===== src/hdl/dcrp_pkg.sv =====
// Shared types and constants of the disc checksum record parser.
// No dependencies; imported by every module of the block.
`default_nettype none

package dcrp_pkg;

  // Field and port widths
  localparam int TRACK_W    = 7;
  localparam int OFFSET_W   = 10;
  localparam int PHASE_W    = 4;
  localparam int CFG_IDX_W  = 3;
  localparam int CFG_DATA_W = 32;
  localparam int IN_DATA_W  = 8;
  localparam int OUT_DATA_W = 88;

  // Record framing
  localparam int HEADER_LEN = 13;
  localparam logic [OFFSET_W-1:0] OFF_COUNT   = 10'd0;
  localparam logic [OFFSET_W-1:0] OFF_ID_ONE  = 10'd4;
  localparam logic [OFFSET_W-1:0] OFF_ID_TWO  = 10'd8;
  localparam logic [OFFSET_W-1:0] OFF_LOOKUP  = 10'd12;
  localparam logic [PHASE_W-1:0]  PH_CONF     = 4'd0;
  localparam logic [PHASE_W-1:0]  PH_CKSUM    = 4'd4;
  localparam logic [PHASE_W-1:0]  PH_ALT      = 4'd8;

  // Register indexes
  localparam logic [CFG_IDX_W-1:0] REG_TRACKS  = 3'd0;
  localparam logic [CFG_IDX_W-1:0] REG_ID_ONE  = 3'd1;
  localparam logic [CFG_IDX_W-1:0] REG_ID_TWO  = 3'd2;
  localparam logic [CFG_IDX_W-1:0] REG_LOOKUP  = 3'd3;
  localparam logic [CFG_IDX_W-1:0] REG_LENGTH  = 3'd4;

  // Result kinds and status codes
  localparam logic       KIND_ENTRY  = 1'b0;
  localparam logic       KIND_STATUS = 1'b1;
  localparam logic [1:0] ST_FOUND    = 2'd0;
  localparam logic [1:0] ST_MISMATCH = 2'd1;
  localparam logic [1:0] ST_ERROR    = 2'd2;

  typedef enum logic [1:0] {
    S_READY,
    S_ENTRY,
    S_STATUS
  } ctrl_state_t;

  // Controller to datapath
  typedef struct packed {
    logic load;
    logic sel_status;
  } dp_cmd_t;

  // Datapath to controller, about the byte on the input
  typedef struct packed {
    logic hit;
    logic fin;
  } dp_stat_t;

endpackage

`default_nettype wire


===== src/hdl/dcrp_lenchk.sv =====
// Record size and body length check: remainder of the length by the record
// size, one length bit per cycle. Depends on dcrp_pkg.
`default_nettype none

module dcrp_lenchk import dcrp_pkg::*; #(
  parameter int MAX_TRACKS  = 99,
  parameter int LENGTH_BITS = 24
) (
  input  wire logic                   clk,
  input  wire logic                   rst_n,
  input  wire logic                   start,
  input  wire logic [TRACK_W-1:0]     tracks,
  input  wire logic [LENGTH_BITS-1:0] body_len,
  output logic      [OFFSET_W-1:0]    rec_size,
  output logic                        busy,
  output logic                        len_bad
);

  localparam int CNT_W = $clog2(LENGTH_BITS);

  logic [TRACK_W-1:0]  t_cl;
  logic                range_bad;
  logic [OFFSET_W:0]   trial;
  logic [OFFSET_W-1:0] rem_step;

  logic [CNT_W-1:0]    cnt_r, cnt_nxt;
  logic [OFFSET_W-1:0] rem_r, rem_nxt;
  logic                busy_r, busy_nxt;
  logic                bad_r, bad_nxt;

  // Clamped track count and record size 13 + 9 * tracks
  always_comb begin
    range_bad = (tracks == '0) || (tracks > TRACK_W'(MAX_TRACKS));
    if (tracks == '0) begin
      t_cl = TRACK_W'(1);
    end else if (tracks > TRACK_W'(MAX_TRACKS)) begin
      t_cl = TRACK_W'(MAX_TRACKS);
    end else begin
      t_cl = tracks;
    end
    rec_size = OFFSET_W'(HEADER_LEN) + ({3'b000, t_cl} << 3) + {3'b000, t_cl};
  end

  // One restoring step: shift in the next length bit, subtract if it fits
  always_comb begin
    trial = {rem_r, body_len[cnt_r]};
    if (trial >= {1'b0, rec_size}) begin
      rem_step = OFFSET_W'(trial - {1'b0, rec_size});
    end else begin
      rem_step = trial[OFFSET_W-1:0];
    end
  end

  always_comb begin
    cnt_nxt  = cnt_r;
    rem_nxt  = rem_r;
    busy_nxt = busy_r;
    bad_nxt  = bad_r;
    if (start) begin
      cnt_nxt  = CNT_W'(LENGTH_BITS - 1);
      rem_nxt  = '0;
      busy_nxt = 1'b1;
    end else if (busy_r) begin
      rem_nxt = rem_step;
      if (cnt_r == '0) begin
        busy_nxt = 1'b0;
        bad_nxt  = (rem_step != '0) || range_bad;
      end else begin
        cnt_nxt = cnt_r - CNT_W'(1);
      end
    end
  end

  // Reset starts a check against the reset register values
  always_ff @(posedge clk) begin
    if (!rst_n) begin
      cnt_r  <= CNT_W'(LENGTH_BITS - 1);
      rem_r  <= '0;
      busy_r <= 1'b1;
      bad_r  <= 1'b1;
    end else begin
      cnt_r  <= cnt_nxt;
      rem_r  <= rem_nxt;
      busy_r <= busy_nxt;
      bad_r  <= bad_nxt;
    end
  end

  assign busy    = busy_r;
  assign len_bad = bad_r;

endmodule

`default_nettype wire


===== src/hdl/dcrp_datapath.sv =====
// Datapath: configuration registers, record framing counters, header match,
// track field capture and the two result slots. Depends on dcrp_pkg.
`default_nettype none

module dcrp_datapath import dcrp_pkg::*; #(
  parameter int LENGTH_BITS = 24
) (
  input  wire logic                   clk,
  input  wire logic                   rst_n,
  input  wire logic                   cfg_we,
  input  wire logic [CFG_IDX_W-1:0]   cfg_idx,
  input  wire logic [CFG_DATA_W-1:0]  cfg_wdata,
  input  wire logic [IN_DATA_W-1:0]   in_tdata,
  input  wire logic                   in_tlast,
  input  wire logic [OFFSET_W-1:0]    rec_size,
  input  wire logic                   len_bad,
  input  wire dp_cmd_t                cmd,
  output dp_stat_t                    stat,
  output logic      [TRACK_W-1:0]     tracks,
  output logic      [LENGTH_BITS-1:0] body_len,
  output logic      [OUT_DATA_W-1:0]  out_tdata,
  output logic                        out_tuser,
  output logic                        out_tlast
);

  // Configuration
  logic [TRACK_W-1:0]     tracks_r;
  logic [31:0]            id_one_r, id_two_r, lookup_r;
  logic [LENGTH_BITS-1:0] len_r;

  // Framing state
  logic [OFFSET_W-1:0] off_r, off_nxt;
  logic [PHASE_W-1:0]  ph_r, ph_nxt;
  logic [TRACK_W-1:0]  trk_r, trk_nxt;
  logic                hok_r, hok_nxt;
  logic                any_r, any_nxt;
  logic [31:0]         ws_r, ws_nxt;
  logic [31:0]         held_r, held_nxt;
  logic [7:0]          conf_r, conf_nxt;

  // Result slots
  logic [TRACK_W-1:0]  e_trk_r, e_trk_nxt;
  logic [7:0]          e_conf_r, e_conf_nxt;
  logic [31:0]         e_ck_r, e_ck_nxt;
  logic [31:0]         e_alt_r, e_alt_nxt;
  logic                e_end_r, e_end_nxt;
  logic [1:0]          st_r, st_nxt;

  logic [31:0] ws_new;
  logic        is_hdr;
  logic        closing;
  logic        hok_v;
  logic        any_v;

  assign ws_new  = {in_tdata, ws_r[31:8]};
  assign is_hdr  = off_r < OFFSET_W'(HEADER_LEN);
  assign closing = ({1'b0, off_r} + 11'd1) >= {1'b0, rec_size};

  assign stat.hit = !is_hdr && (ph_r == PH_ALT) && hok_r && !len_bad;
  assign stat.fin = in_tlast;

  assign tracks   = tracks_r;
  assign body_len = len_r;

  // Register writes
  always_ff @(posedge clk) begin
    if (!rst_n) begin
      tracks_r <= TRACK_W'(1);
      id_one_r <= '0;
      id_two_r <= '0;
      lookup_r <= '0;
      len_r    <= LENGTH_BITS'(1);
    end else if (cfg_we) begin
      case (cfg_idx)
        REG_TRACKS: tracks_r <= cfg_wdata[TRACK_W-1:0];
        REG_ID_ONE: id_one_r <= cfg_wdata;
        REG_ID_TWO: id_two_r <= cfg_wdata;
        REG_LOOKUP: lookup_r <= cfg_wdata;
        REG_LENGTH: len_r    <= cfg_wdata[LENGTH_BITS-1:0];
        default:    ;
      endcase
    end
  end

  // Per-byte update of framing, header match and captured fields
  always_comb begin
    off_nxt    = off_r;
    ph_nxt     = ph_r;
    trk_nxt    = trk_r;
    hok_nxt    = hok_r;
    any_nxt    = any_r;
    ws_nxt     = ws_r;
    held_nxt   = held_r;
    conf_nxt   = conf_r;
    e_trk_nxt  = e_trk_r;
    e_conf_nxt = e_conf_r;
    e_ck_nxt   = e_ck_r;
    e_alt_nxt  = e_alt_r;
    e_end_nxt  = e_end_r;
    st_nxt     = st_r;
    hok_v      = hok_r;
    any_v      = any_r;
    if (cmd.load) begin
      ws_nxt = ws_new;
      if (off_r == OFF_COUNT) begin
        hok_v = (in_tdata == {1'b0, tracks_r});
      end else if (is_hdr) begin
        if ((off_r == OFF_ID_ONE) && (ws_new != id_one_r)) hok_v = 1'b0;
        if ((off_r == OFF_ID_TWO) && (ws_new != id_two_r)) hok_v = 1'b0;
        if (off_r == OFF_LOOKUP) begin
          if (ws_new != lookup_r) hok_v = 1'b0;
          if (hok_v) any_v = 1'b1;
          ph_nxt  = '0;
          trk_nxt = '0;
        end
      end else begin
        if (ph_r == PH_CONF)  conf_nxt = in_tdata;
        if (ph_r == PH_CKSUM) held_nxt = ws_new;
        if (ph_r == PH_ALT) begin
          ph_nxt  = '0;
          trk_nxt = trk_r + TRACK_W'(1);
        end else begin
          ph_nxt = ph_r + PHASE_W'(1);
        end
      end
      hok_nxt = hok_v;
      any_nxt = any_v;

      // Record end
      if (closing) begin
        off_nxt = '0;
        hok_nxt = 1'b1;
      end else begin
        off_nxt = off_r + OFFSET_W'(1);
      end

      // Entry slot
      if (stat.hit) begin
        e_trk_nxt  = trk_r;
        e_conf_nxt = conf_r;
        e_ck_nxt   = held_r;
        e_alt_nxt  = ws_new;
        e_end_nxt  = !in_tlast;
      end

      // Status slot; the final byte also restarts the body
      if (in_tlast) begin
        if (len_bad || !closing) begin
          st_nxt = ST_ERROR;
        end else if (any_v) begin
          st_nxt = ST_FOUND;
        end else begin
          st_nxt = ST_MISMATCH;
        end
        off_nxt = '0;
        hok_nxt = 1'b1;
        any_nxt = 1'b0;
      end
    end
  end

  always_ff @(posedge clk) begin
    if (!rst_n) begin
      off_r  <= '0;
      ph_r   <= '0;
      trk_r  <= '0;
      hok_r  <= 1'b1;
      any_r  <= 1'b0;
      ws_r   <= '0;
      held_r <= '0;
      conf_r <= '0;
    end else begin
      off_r  <= off_nxt;
      ph_r   <= ph_nxt;
      trk_r  <= trk_nxt;
      hok_r  <= hok_nxt;
      any_r  <= any_nxt;
      ws_r   <= ws_nxt;
      held_r <= held_nxt;
      conf_r <= conf_nxt;
    end
  end

  // Result slots carry payload only
  always_ff @(posedge clk) begin
    e_trk_r  <= e_trk_nxt;
    e_conf_r <= e_conf_nxt;
    e_ck_r   <= e_ck_nxt;
    e_alt_r  <= e_alt_nxt;
    e_end_r  <= e_end_nxt;
    st_r     <= st_nxt;
  end

  // Output word select
  always_comb begin
    if (cmd.sel_status) begin
      out_tdata = {7'd0, st_r, 79'd0};
      out_tuser = KIND_STATUS;
      out_tlast = 1'b1;
    end else begin
      out_tdata = {7'd0, ST_FOUND, e_alt_r, e_ck_r, e_conf_r, e_trk_r};
      out_tuser = KIND_ENTRY;
      out_tlast = e_end_r;
    end
  end

endmodule

`default_nettype wire


===== src/hdl/dcrp_ctrl.sv =====
// Controller: input acceptance and sequencing of the entry and status words.
// Depends on dcrp_pkg.
`default_nettype none

module dcrp_ctrl import dcrp_pkg::*; (
  input  wire logic     clk,
  input  wire logic     rst_n,
  input  wire logic     in_tvalid,
  output logic          in_tready,
  output logic          out_tvalid,
  input  wire logic     out_tready,
  input  wire logic     cfg_we,
  input  wire logic     len_busy,
  input  wire dp_stat_t stat,
  output dp_cmd_t       cmd
);

  ctrl_state_t state_r, state_nxt;
  logic        pend_r, pend_nxt;
  logic        accept;
  logic        slot_free;

  always_ff @(posedge clk) begin
    if (!rst_n) begin
      state_r <= S_READY;
      pend_r  <= 1'b0;
    end else begin
      state_r <= state_nxt;
      pend_r  <= pend_nxt;
    end
  end

  always_comb begin
    // A new byte may enter when no word is pending or the last pending word leaves this cycle
    slot_free = (state_r == S_READY) ||
                (out_tready && ((state_r == S_STATUS) ||
                                ((state_r == S_ENTRY) && !pend_r)));
    in_tready      = slot_free && !len_busy && !cfg_we;
    accept         = in_tvalid && in_tready;
    out_tvalid     = (state_r != S_READY);
    cmd.load       = accept;
    cmd.sel_status = (state_r == S_STATUS);

    state_nxt = state_r;
    pend_nxt  = pend_r;
    case (state_r)
      S_READY: begin
        state_nxt = S_READY;
      end
      S_ENTRY: begin
        if (out_tready) begin
          state_nxt = pend_r ? S_STATUS : S_READY;
          pend_nxt  = 1'b0;
        end
      end
      S_STATUS: begin
        if (out_tready) state_nxt = S_READY;
      end
      default: begin
        state_nxt = S_READY;
        pend_nxt  = 1'b0;
      end
    endcase

    // Results of the accepted byte
    if (accept) begin
      if (stat.hit) begin
        state_nxt = S_ENTRY;
        pend_nxt  = stat.fin;
      end else if (stat.fin) begin
        state_nxt = S_STATUS;
        pend_nxt  = 1'b0;
      end else begin
        state_nxt = S_READY;
        pend_nxt  = 1'b0;
      end
    end
  end

endmodule

`default_nettype wire


===== src/hdl/disc_checksum_record_parser.sv =====
// Top level of the disc checksum record parser.
// Depends on dcrp_pkg, dcrp_lenchk, dcrp_datapath and dcrp_ctrl.
//
// Usage:
//   The input stream carries the response body, one byte per word; in_tlast
//   marks the last byte. The output stream gives track entry words
//   (out_tuser 0) for matching records and one status word (out_tuser 1) on
//   the last byte: found, mismatch or length error. out_tlast marks the last
//   word caused by a byte.
//   Registers are written through cfg_we / cfg_idx / cfg_wdata. After reset
//   and after every register write the length check runs, one length bit per
//   cycle, with in_tready low.
//   Throughput: one byte per cycle while no word is pending. A word appears
//   in the cycle after the byte that causes it. A byte is taken in the cycle
//   its last pending word leaves, so a stall on out_tready holds the input
//   back; a byte with both an entry and the status keeps the input for two
//   words. Reset clears the record framing and the pending words.
`default_nettype none

module disc_checksum_record_parser import dcrp_pkg::*; #(
  parameter int MAX_TRACKS  = 99,
  parameter int LENGTH_BITS = 24
) (
  input  wire logic                  clk,
  input  wire logic                  rst_n,
  input  wire logic                  cfg_we,
  input  wire logic [CFG_IDX_W-1:0]  cfg_idx,
  input  wire logic [CFG_DATA_W-1:0] cfg_wdata,
  input  wire logic                  in_tvalid,
  output logic                       in_tready,
  input  wire logic [IN_DATA_W-1:0]  in_tdata,   // body_byte[7:0]
  input  wire logic                  in_tlast,   // final_byte
  output logic                       out_tvalid,
  input  wire logic                  out_tready,
  // track_index[6:0], confidence[14:7], track_checksum[46:15],
  // alt_checksum[78:47], parse_status[80:79], zero fill[87:81]
  output logic      [OUT_DATA_W-1:0] out_tdata,
  output logic                       out_tuser,  // result_kind
  output logic                       out_tlast   // run_end
);

  logic [TRACK_W-1:0]     tracks;
  logic [LENGTH_BITS-1:0] body_len;
  logic [OFFSET_W-1:0]    rec_size;
  logic                   len_busy;
  logic                   len_bad;
  dp_cmd_t                cmd;
  dp_stat_t               stat;

  dcrp_lenchk #(
    .MAX_TRACKS  (MAX_TRACKS),
    .LENGTH_BITS (LENGTH_BITS)
  ) u_lenchk (
    .clk      (clk),
    .rst_n    (rst_n),
    .start    (cfg_we),
    .tracks   (tracks),
    .body_len (body_len),
    .rec_size (rec_size),
    .busy     (len_busy),
    .len_bad  (len_bad)
  );

  dcrp_datapath #(
    .LENGTH_BITS (LENGTH_BITS)
  ) u_dp (
    .clk       (clk),
    .rst_n     (rst_n),
    .cfg_we    (cfg_we),
    .cfg_idx   (cfg_idx),
    .cfg_wdata (cfg_wdata),
    .in_tdata  (in_tdata),
    .in_tlast  (in_tlast),
    .rec_size  (rec_size),
    .len_bad   (len_bad),
    .cmd       (cmd),
    .stat      (stat),
    .tracks    (tracks),
    .body_len  (body_len),
    .out_tdata (out_tdata),
    .out_tuser (out_tuser),
    .out_tlast (out_tlast)
  );

  dcrp_ctrl u_ctrl (
    .clk        (clk),
    .rst_n      (rst_n),
    .in_tvalid  (in_tvalid),
    .in_tready  (in_tready),
    .out_tvalid (out_tvalid),
    .out_tready (out_tready),
    .cfg_we     (cfg_we),
    .len_busy   (len_busy),
    .stat       (stat),
    .cmd        (cmd)
  );

endmodule

`default_nettype wire


===== config.mk =====
export PLATFORM = sky130hd
export DESIGN_NAME = disc_checksum_record_parser
export DESIGN_NICKNAME = d
export VERILOG_FILES = /design/src/hdl/dcrp_pkg.sv /design/src/hdl/dcrp_lenchk.sv /design/src/hdl/dcrp_datapath.sv /design/src/hdl/dcrp_ctrl.sv /design/src/hdl/disc_checksum_record_parser.sv
export SDC_FILE = /design/constraint.sdc
export NUM_CORES = 1
export LEC_CHECK = 0
export ABC_AREA = 1
export BUFFER_PORTS_ARGS = -buffer_cell sky130_fd_sc_hd__buf_2
export CAP_MARGIN = 40
export CORE_MARGIN = 4
export CORE_UTILIZATION = 60
export DETAILED_ROUTE_END_ITERATION = 6
export GPL_ROUTABILITY_DRIVEN = 0
export PLACE_DENSITY_LB_ADDON = 0.08
export REMOVE_ABC_BUFFERS = 1
export SLEW_MARGIN = 20
export SYNTH_ARGS = -nofsm -noshare
export SYNTH_HDL_FRONTEND = slang
export SYNTH_HIERARCHICAL = 1
export SYNTH_SLANG_ARGS = --single-unit

===== constraint.sdc =====
create_clock -name clk -period 12.2 [get_ports clk]
set_input_delay 0 -clock clk [delete_from_list [all_inputs] [get_ports clk]]
set_output_delay 0 -clock clk [all_outputs]
set_load 0.02 [all_outputs]

==> results of run 1 <==
-- kinds of logic after synthesis --
kind of cell    count (synthesis)  share of synthesized area [%]
compound gates                404                           13.8
xor+xnor                       89                           5.11
fa+ha+maj                      39                           3.25
buf+inv                       401                           10.5
flops                         316                           46.8
other cells                     1                         0.0246
simple gates                  729                           20.5
-- through the flow --
stage / cell area [um2] / hold slack [ps] / util (%)
floorplan: 14800 / 84.2 / -
finish: 17600 / 21.0 / 70.2
detailed placement: 16000 / 267 / 63.8
CTS: 17600 / 2.47 / 70.1
global placement: 16000 / 270 / 63.7
global route: 17600 / 35.7 / 70.2
-- where the power goes --
| group | internal, W | switching, W | total [W] | leakage [nW] |
|---|---|---|---|---|
| sequential | 0.00110 | 0.0000259 | 0.00112 | 2.82 |
| clock | 0.000603 | 0.000405 | 0.00101 | 0.542 |
| combinational | 0.000169 | 0.000292 | 0.000461 | 4.68 |
| total | 0.00187 | 0.000723 | 0.00259 | 8.04 |
-- layout by cell type, fill, tap and decap left out, types with 4 or more instances in the layout --
| cell | instances |
|---|---|
| a21oi_1 | 164 |
| buf_2 | 132 |
| buf_4 | 11 |
| clkbuf_1 | 8 |
| clkbuf_16 | 35 |
| clkbuf_8 | 9 |
| conb_1 | 7 |
| dfxtp_1 | 234 |
| dlygate4sd3_1 | 47 |
| edfxtp_1 | 82 |
| ha_1 | 38 |
| inv_1 | 299 |
| inv_2 | 4 |
| nand2_1 | 281 |
| nand2_2 | 10 |
| nand3_1 | 57 |
| nand3_2 | 10 |
| nand4_1 | 20 |
| nor2_1 | 300 |
| nor2_2 | 8 |
| nor2_4 | 7 |
| nor3_1 | 14 |
| o211ai_1 | 11 |
| o21ai_0 | 184 |
| o21ai_1 | 30 |
| or2_2 | 4 |
| xnor2_1 | 72 |
| xor2_1 | 17 |
-- per-layer routing --
metal | wire length, um | up-vias | part of all wire, % | track usage (%)
met3 | 2720 | 80 | 6.8 | 4.86
met1 | 17000 | 5967 | 42 | 36.3
met4 | 1300 | 0 | 3.2 | 9.46
met5 | 0 | - | 0 | 0
met2 | 19000 | 434 | 47 | 46.9
li1 | - | 6567 | - | -
-- worst max-delay path by stage --
stage / startpoint / to / depth (start not counted)
2_1_floorplan: u_lenchk/busy / u_dp/e_alt_r[0] / 6
3_3_place_gp: u_dp/tracks[3] / u_lenchk/len_bad / 34
3_5_place_dp: u_dp/tracks[3] / u_lenchk/len_bad / 34
4_1_cts: u_dp/tracks[3] / u_lenchk/len_bad / 34
5_1_grt: u_dp/tracks[3] / u_lenchk/len_bad / 34
6_report: u_dp/tracks[3] / u_lenchk/len_bad / 34
-- worst max-delay path: cells and delay by family (launching register included) --
kind | cells | cell delay [ps]
buffers and inverters | 5 | 340
flip-flops | 1 | 330
XOR/XNOR | 1 | 250
adder cells (fa/ha/maj) | 3 | 860
AO/OA/AOI/OAI | 1 | 160
AND/OR/NAND/NOR | 24 | 2760
-- layout make-up --
cell class,count,share of cell area (%)
flip-flops and latches,316,40.5
multi-input cells,1268,37.2
repair buffers,193,7.15
inverters,305,6.52
clock buffers,52,5.84
well taps,330,2.34
clock inverters,8,0.433
-- Yosys cell counts (all sizes together) (2+ instances only) --
cell type,instances
o211ai,11
xnor2,72
inv,305
nor4,4
o21bai,2
clkbuf,73
buf,23
or2,6
a21oi,166
edfxtp,82
xor2,17
o31ai,2
nand3b,3
nand3,67
o21ai,215
nand2,293
nor2,315
nand4,20
dfxtp,234
o21a,2
nor3,15
nor3b,4
ha,38
-- registers in the layout, indices dropped and copies added (netlist names), 7 cells and up --
signal / count
u_dp/e_alt_r: 32
u_dp/e_ck_r: 32
u_dp/held_r: 32
u_dp/id_one_r: 32
u_dp/id_two_r: 32
u_dp/lookup_r: 32
u_dp/body_len: 24
u_dp/ws_r: 24
u_dp/off_r: 10
u_lenchk/rem_r: 10
u_dp/conf_r: 8
u_dp/e_conf_r: 8
u_dp/e_trk_r: 7
u_dp/tracks: 7
u_dp/trk_r: 7
==> flow_metrics.py, run 1 <==
metrics = {
    "floorplan": {
        "num_rows": 58,
        "initial_core_util_pct": 60.8,
        "io_pins": 141,
        "die_area_mm2": 0.0281,
        "die_y_um": 168,
        "fp.dieW_um": 168,
        "core-area_mm2": 0.0251,
    },
    "final_layout": {
        "drive_gt1_share_pct": 11.8,
        "diodes": 0,
        "fillers": 2119,
        "final_cells": 2472,
        "area_growth_pct": 15.5,
        "seqCellArea_mm2": 0.00715,
        "multiInputGateArea_mm2": 0.00655,
        "nets": 2206,
    },
    "run": {
        "drv_cap": 0,
    },
    "placement": {
        "port_buffers": 133,
        "post-place-ws_ps": 7530,
        "dp.cells": 2363,
        "dp_hpwl_um": 27800,
    },
    "worst_setup_path": {
        "worstPathArrival_ps": 5210,
        "critPathMaxStageDelay_ps": 330,
        "cpMostUsedCell": "nand2_1",
        "worstPathRequired_ps": 12600,
        "end_kind": "register",
        "critPathSlowestCell": "dfxtp_1",
        "start_kind": "register",
        "rr_startpoint": "u_dp/tracks[3]",
        "critPathKind": "register to register",
        "r2r_cells": 34,
        "ff2ff_setup_slack_ps": 7400,
        "reg2reg_to": "u_lenchk/len_bad",
        "crit_fanout": 11,
    },
    "sta": {
        "skew_ps": 14.9,
        "max_slew_margin_pct": 42.3,
        "min_period_over_period_pct": 39.4,
        "hold_violations": 0,
        "worstMarginPinSlew_ps": 858,
        "rsz0062_at_grt": "false",
        "tns_ps": 0,
        "fin_crit_ps": 4800,
        "finalMaxSlewViolations": 0,
        "max_freq_mhz": 208,
        "final.setup.worst_slack_ps": 7400,
        "setup_viol": 0,
    },
    "clock_tree": {
        "cts_setup_buffers": 0,
        "insertion_delay_ps": 510,
        "cts_htree_levels": 2,
        "hold_buffers": 47,
        "cts_buffers": 34,
        "cts_resized": 0,
        "cts_buffer_depth": 3,
        "cts_tree": "done",
        "root_buffer": "clkbuf_16",
        "clkTransAtPathRegs_ps": 60,
        "cts.sinks": 316,
    },
    "logic_synthesis": {
        "postSynthAreaPerCell_um2": 7.71,
        "synth_top_flop_cell": "dfxtp_1",
        "synth.top_cell.area_share_pct": 30.7,
        "yosys-top-cells-area": "dfxtp_1, edfxtp_1, nor2_1",
        "syn_area_mm2": 0.0153,
        "ys_async_sr_fraction_pct": 0,
        "yosysSeqAreaShare_pct": 46.8,
        "ys_ff_latch": 316,
        "synthDistinctLibCells": 53,
        "synth_cells": 1979,
        "ys_warn_count": 6,
        "synth_edf_count": 82,
        "synth.largest_area_cell": "dfxtp_1",
    },
    "global_routing": {
        "antenna_found_initial": 0,
        "grt_start_max_net_pins": 83,
        "grt_pass1_wl_um": 63500,
        "overflow": 0,
        "grt_pass1_vias": 12200,
        "grt_use_total_pct": 27.8,
    },
    "power": {
        "p_per_area_mw_per_mm2": 147,
        "worst_ir_drop_vdd_uv": 99.4,
        "fin_total_pwr_w": 0.00259,
        "leakage_nw": 8.04,
    },
    "detailed_routing": {
        "first_pass_iters": 6,
        "drt.antenna.violating_nets": 0,
        "drc": 0,
        "routed_wl_um": 40100,
        "viasPerCell": 5.28,
        "drt_iter0_drc": 1285,
        "wl_per_cell_um": 16.2,
        "num_vias": 13000,
    },
    "hold_path": {
        "hold-path-endpoint": "u_dp/tracks[0]",
        "hp-class": "primary input to register",
        "hold_start": "cfg_idx[0]",
        "hold_path_depth": 6,
    },
    "status": {
        "outcome": "finished clean",
    },
}
Power figures use the tool's default switching activity.
==> run 2, diff against run 1 <==
Settings changed: CORE_UTILIZATION 60 to 54.
Clock period 12.2 ns to 4.2 ns, I/O delays scaled along.
==> flow_metrics.py, run 2 (synthesis results as in run 1) <==
metrics = {
    "power": {
        "p_seq_share_pct": 41.8,
        "p_int_w": 0.00558,
        "p_sw_w": 0.00225,
        "swShare_pct": 28.7,
        "leakage_nw": 8.18,
        "combPwrFrac_pct": 20.6,
        "worst_ir_drop_vdd_uv": 558,
        "clkPwrFrac_pct": 37.6,
        "p_per_area_mw_per_mm2": 432,
    },
    "worst_setup_path": {
        "worstPathArrival_ps": 4480,
        "cp_top_family": "simple AND/OR/NAND/NOR gates",
        "cpMostUsedCell": "nand2_2",
        "r2r_cells": 33,
        "crit_fanout": 7,
        "critPathSlowestCell": "dfxtp_4",
        "path_buf_inv": 9,
        "critPathMaxStageDelay_ps": 360,
        "end_kind": "register",
        "critPathKind": "register to register",
        "worstPathRequired_ps": 4610,
        "crit_path_start": "u_dp/tracks[2]",
        "reg2reg_to": "u_lenchk/len_bad",
        "rr_startpoint": "u_dp/tracks[2]",
        "start_kind": "register",
        "ff2ff_setup_slack_ps": 120,
    },
    "placement": {
        "placed_area_mm2": 0.0162,
        "port_buffers": 133,
        "dp_hpwl_um": 27700,
        "dp.cells": 2424,
    },
    "clock_tree": {
        "root_buffer": "clkbuf_16",
        "cts.sinks": 316,
        "insertion_delay_ps": 520,
        "clkTransAtPathRegs_ps": 60,
        "cts_htree_levels": 2,
        "cts_buffer_depth": 3,
        "cts_tree": "done",
        "cts_buffers": 35,
    },
    "sta": {
        "min_period_over_period_pct": 97.1,
        "rsz0062_at_grt": "true",
        "skew_ps": 13.3,
        "hold_violations": 0,
        "max_freq_mhz": 245,
        "max_slew_margin_pct": 48.8,
        "setup_viol": 0,
        "worstMarginPinSlew_ps": 766,
        "fin_crit_ps": 4080,
        "finalMaxSlewViolations": 0,
    },
    "global_routing": {
        "grt_pass1_vias": 12200,
        "grt_pass1_wl_um": 62700,
        "grt_use_total_pct": 24.8,
        "antenna_found_initial": 0,
        "grt_start_max_net_pins": 66,
        "overflow": 0,
    },
    "final_layout": {
        "multiInputGateArea_mm2": 0.00676,
        "layout_commonest_cell": "inv_1",
        "final_cells": 2548,
        "drive_gt1_share_pct": 14.5,
        "nets": 2230,
        "final_cell_mix": "inv_1, nor2_1, nand2_1, dfxtp_1, o21ai_0",
        "fillers": 2412,
        "area_growth_pct": 18.7,
        "seqCellArea_mm2": 0.00716,
        "design_area_mm2": 0.0181,
    },
    "detailed_routing": {
        "first_pass_iters": 5,
        "drc": 0,
        "routed_wl_um": 39600,
        "wl_per_cell_um": 15.5,
        "num_vias": 13100,
        "viasPerCell": 5.15,
        "drt.antenna.violating_nets": 0,
        "drt_iter0_drc": 1162,
    },
    "hold_path": {
        "hold-path-endpoint": "u_dp/tracks[0]",
        "hold_start": "cfg_idx[2]",
        "hold_path_depth": 6,
        "hp-class": "primary input to register",
    },
    "floorplan": {
        "die_area_mm2": 0.0310,
        "num_rows": 61,
        "die_y_um": 176,
        "io_pins": 141,
        "initial_core_util_pct": 54.8,
        "core-area_mm2": 0.0279,
        "fp.dieW_um": 176,
    },
    "status": {
        "outcome": "finished clean",
    },
    "run": {
        "drv_cap": 0,
    },
}
## run 2: how the worst max path moves through the flow
stage	end	slack (ps)	cells after the start
CTS	u_lenchk/len_bad	2	34
floorplan	u_dp/e_alt_r[0]	-5890	6
finish	u_lenchk/len_bad	120	33
detailed placement	u_lenchk/len_bad	-100	34
global placement	u_lenchk/len_bad	90	34
global route	u_lenchk/len_bad	-160	34
## run 2: power by group through the flow
stage	sequential (W)	clock, W	combinational (W)
global placement	0.00333	0	0.00131
detailed placement	0.00333	0	0.00134
floorplan	0.00330	0	0.000978
CTS	0.00326	0.00299	0.00140
finish	0.00327	0.00295	0.00161
global route	0.00328	0.00314	0.00181
## run 2: metrics by stage
| step | total power (W) | util [%] | setup TNS (ps) | worst slack (ps) | hold WS [ps] |
|---|---|---|---|---|---|
| 6_report | 0.00783 | 65.0 | 0 | 124 | 38.6 |
| 5_1_grt | 0.00823 | 65.0 | -547 | -157 | 86.7 |
| 4_1_cts | 0.00765 | 64.1 | 0 | 2.44 | 29.7 |
| 3_5_place_dp | 0.00467 | 58.2 | -100 | -100 | 259 |
| 3_3_place_gp | 0.00464 | 58.0 | 0 | 85.8 | 258 |
| 2_1_floorplan | 0.00428 | - | -471080 | -5890 | 84.2 |
## run 2: repair_timing
| item | CTS | global route |
|---|---|---|
| endpoints found under the hold margin | 163 | 0 |
| buffers inserted | 2 | 6 |
| hold buffers | 49 | 0 |
| cloned | 0 | 2 |
| endpoints found under the setup margin | 1 | 23 |
| pin swaps | 2 | 27 |
| gates resized for setup | 3 | 50 |
## run 2: tightest hold or removal path: stages
cell,delay (ps)
buf_2,100
nor2_1,60
inv_1,120
nor2_1,90
nand2_1,60
nand3_1,70
## run 2: layout make-up
type                    instances  share of cell area, %
repair buffers                214                   8.06
clock inverters                13                  0.587
diodes                          1                 0.0138
multi-input cells            1270                   37.3
flip-flops and latches        316                   39.5
well taps                     378                   2.61
inverters                     305                   6.36
clock buffers                  51                   5.56
## run 2: routing by layer
layer,routed length [um],GRT usage [%],share of wire [%],up-vias
met5,0,0,0,-
met4,837,6.56,2.1,0
met3,2640,3.64,6.7,55
met2,17900,39.8,45,395
met1,18200,35.3,46,6051
li1,-,-,-,6626
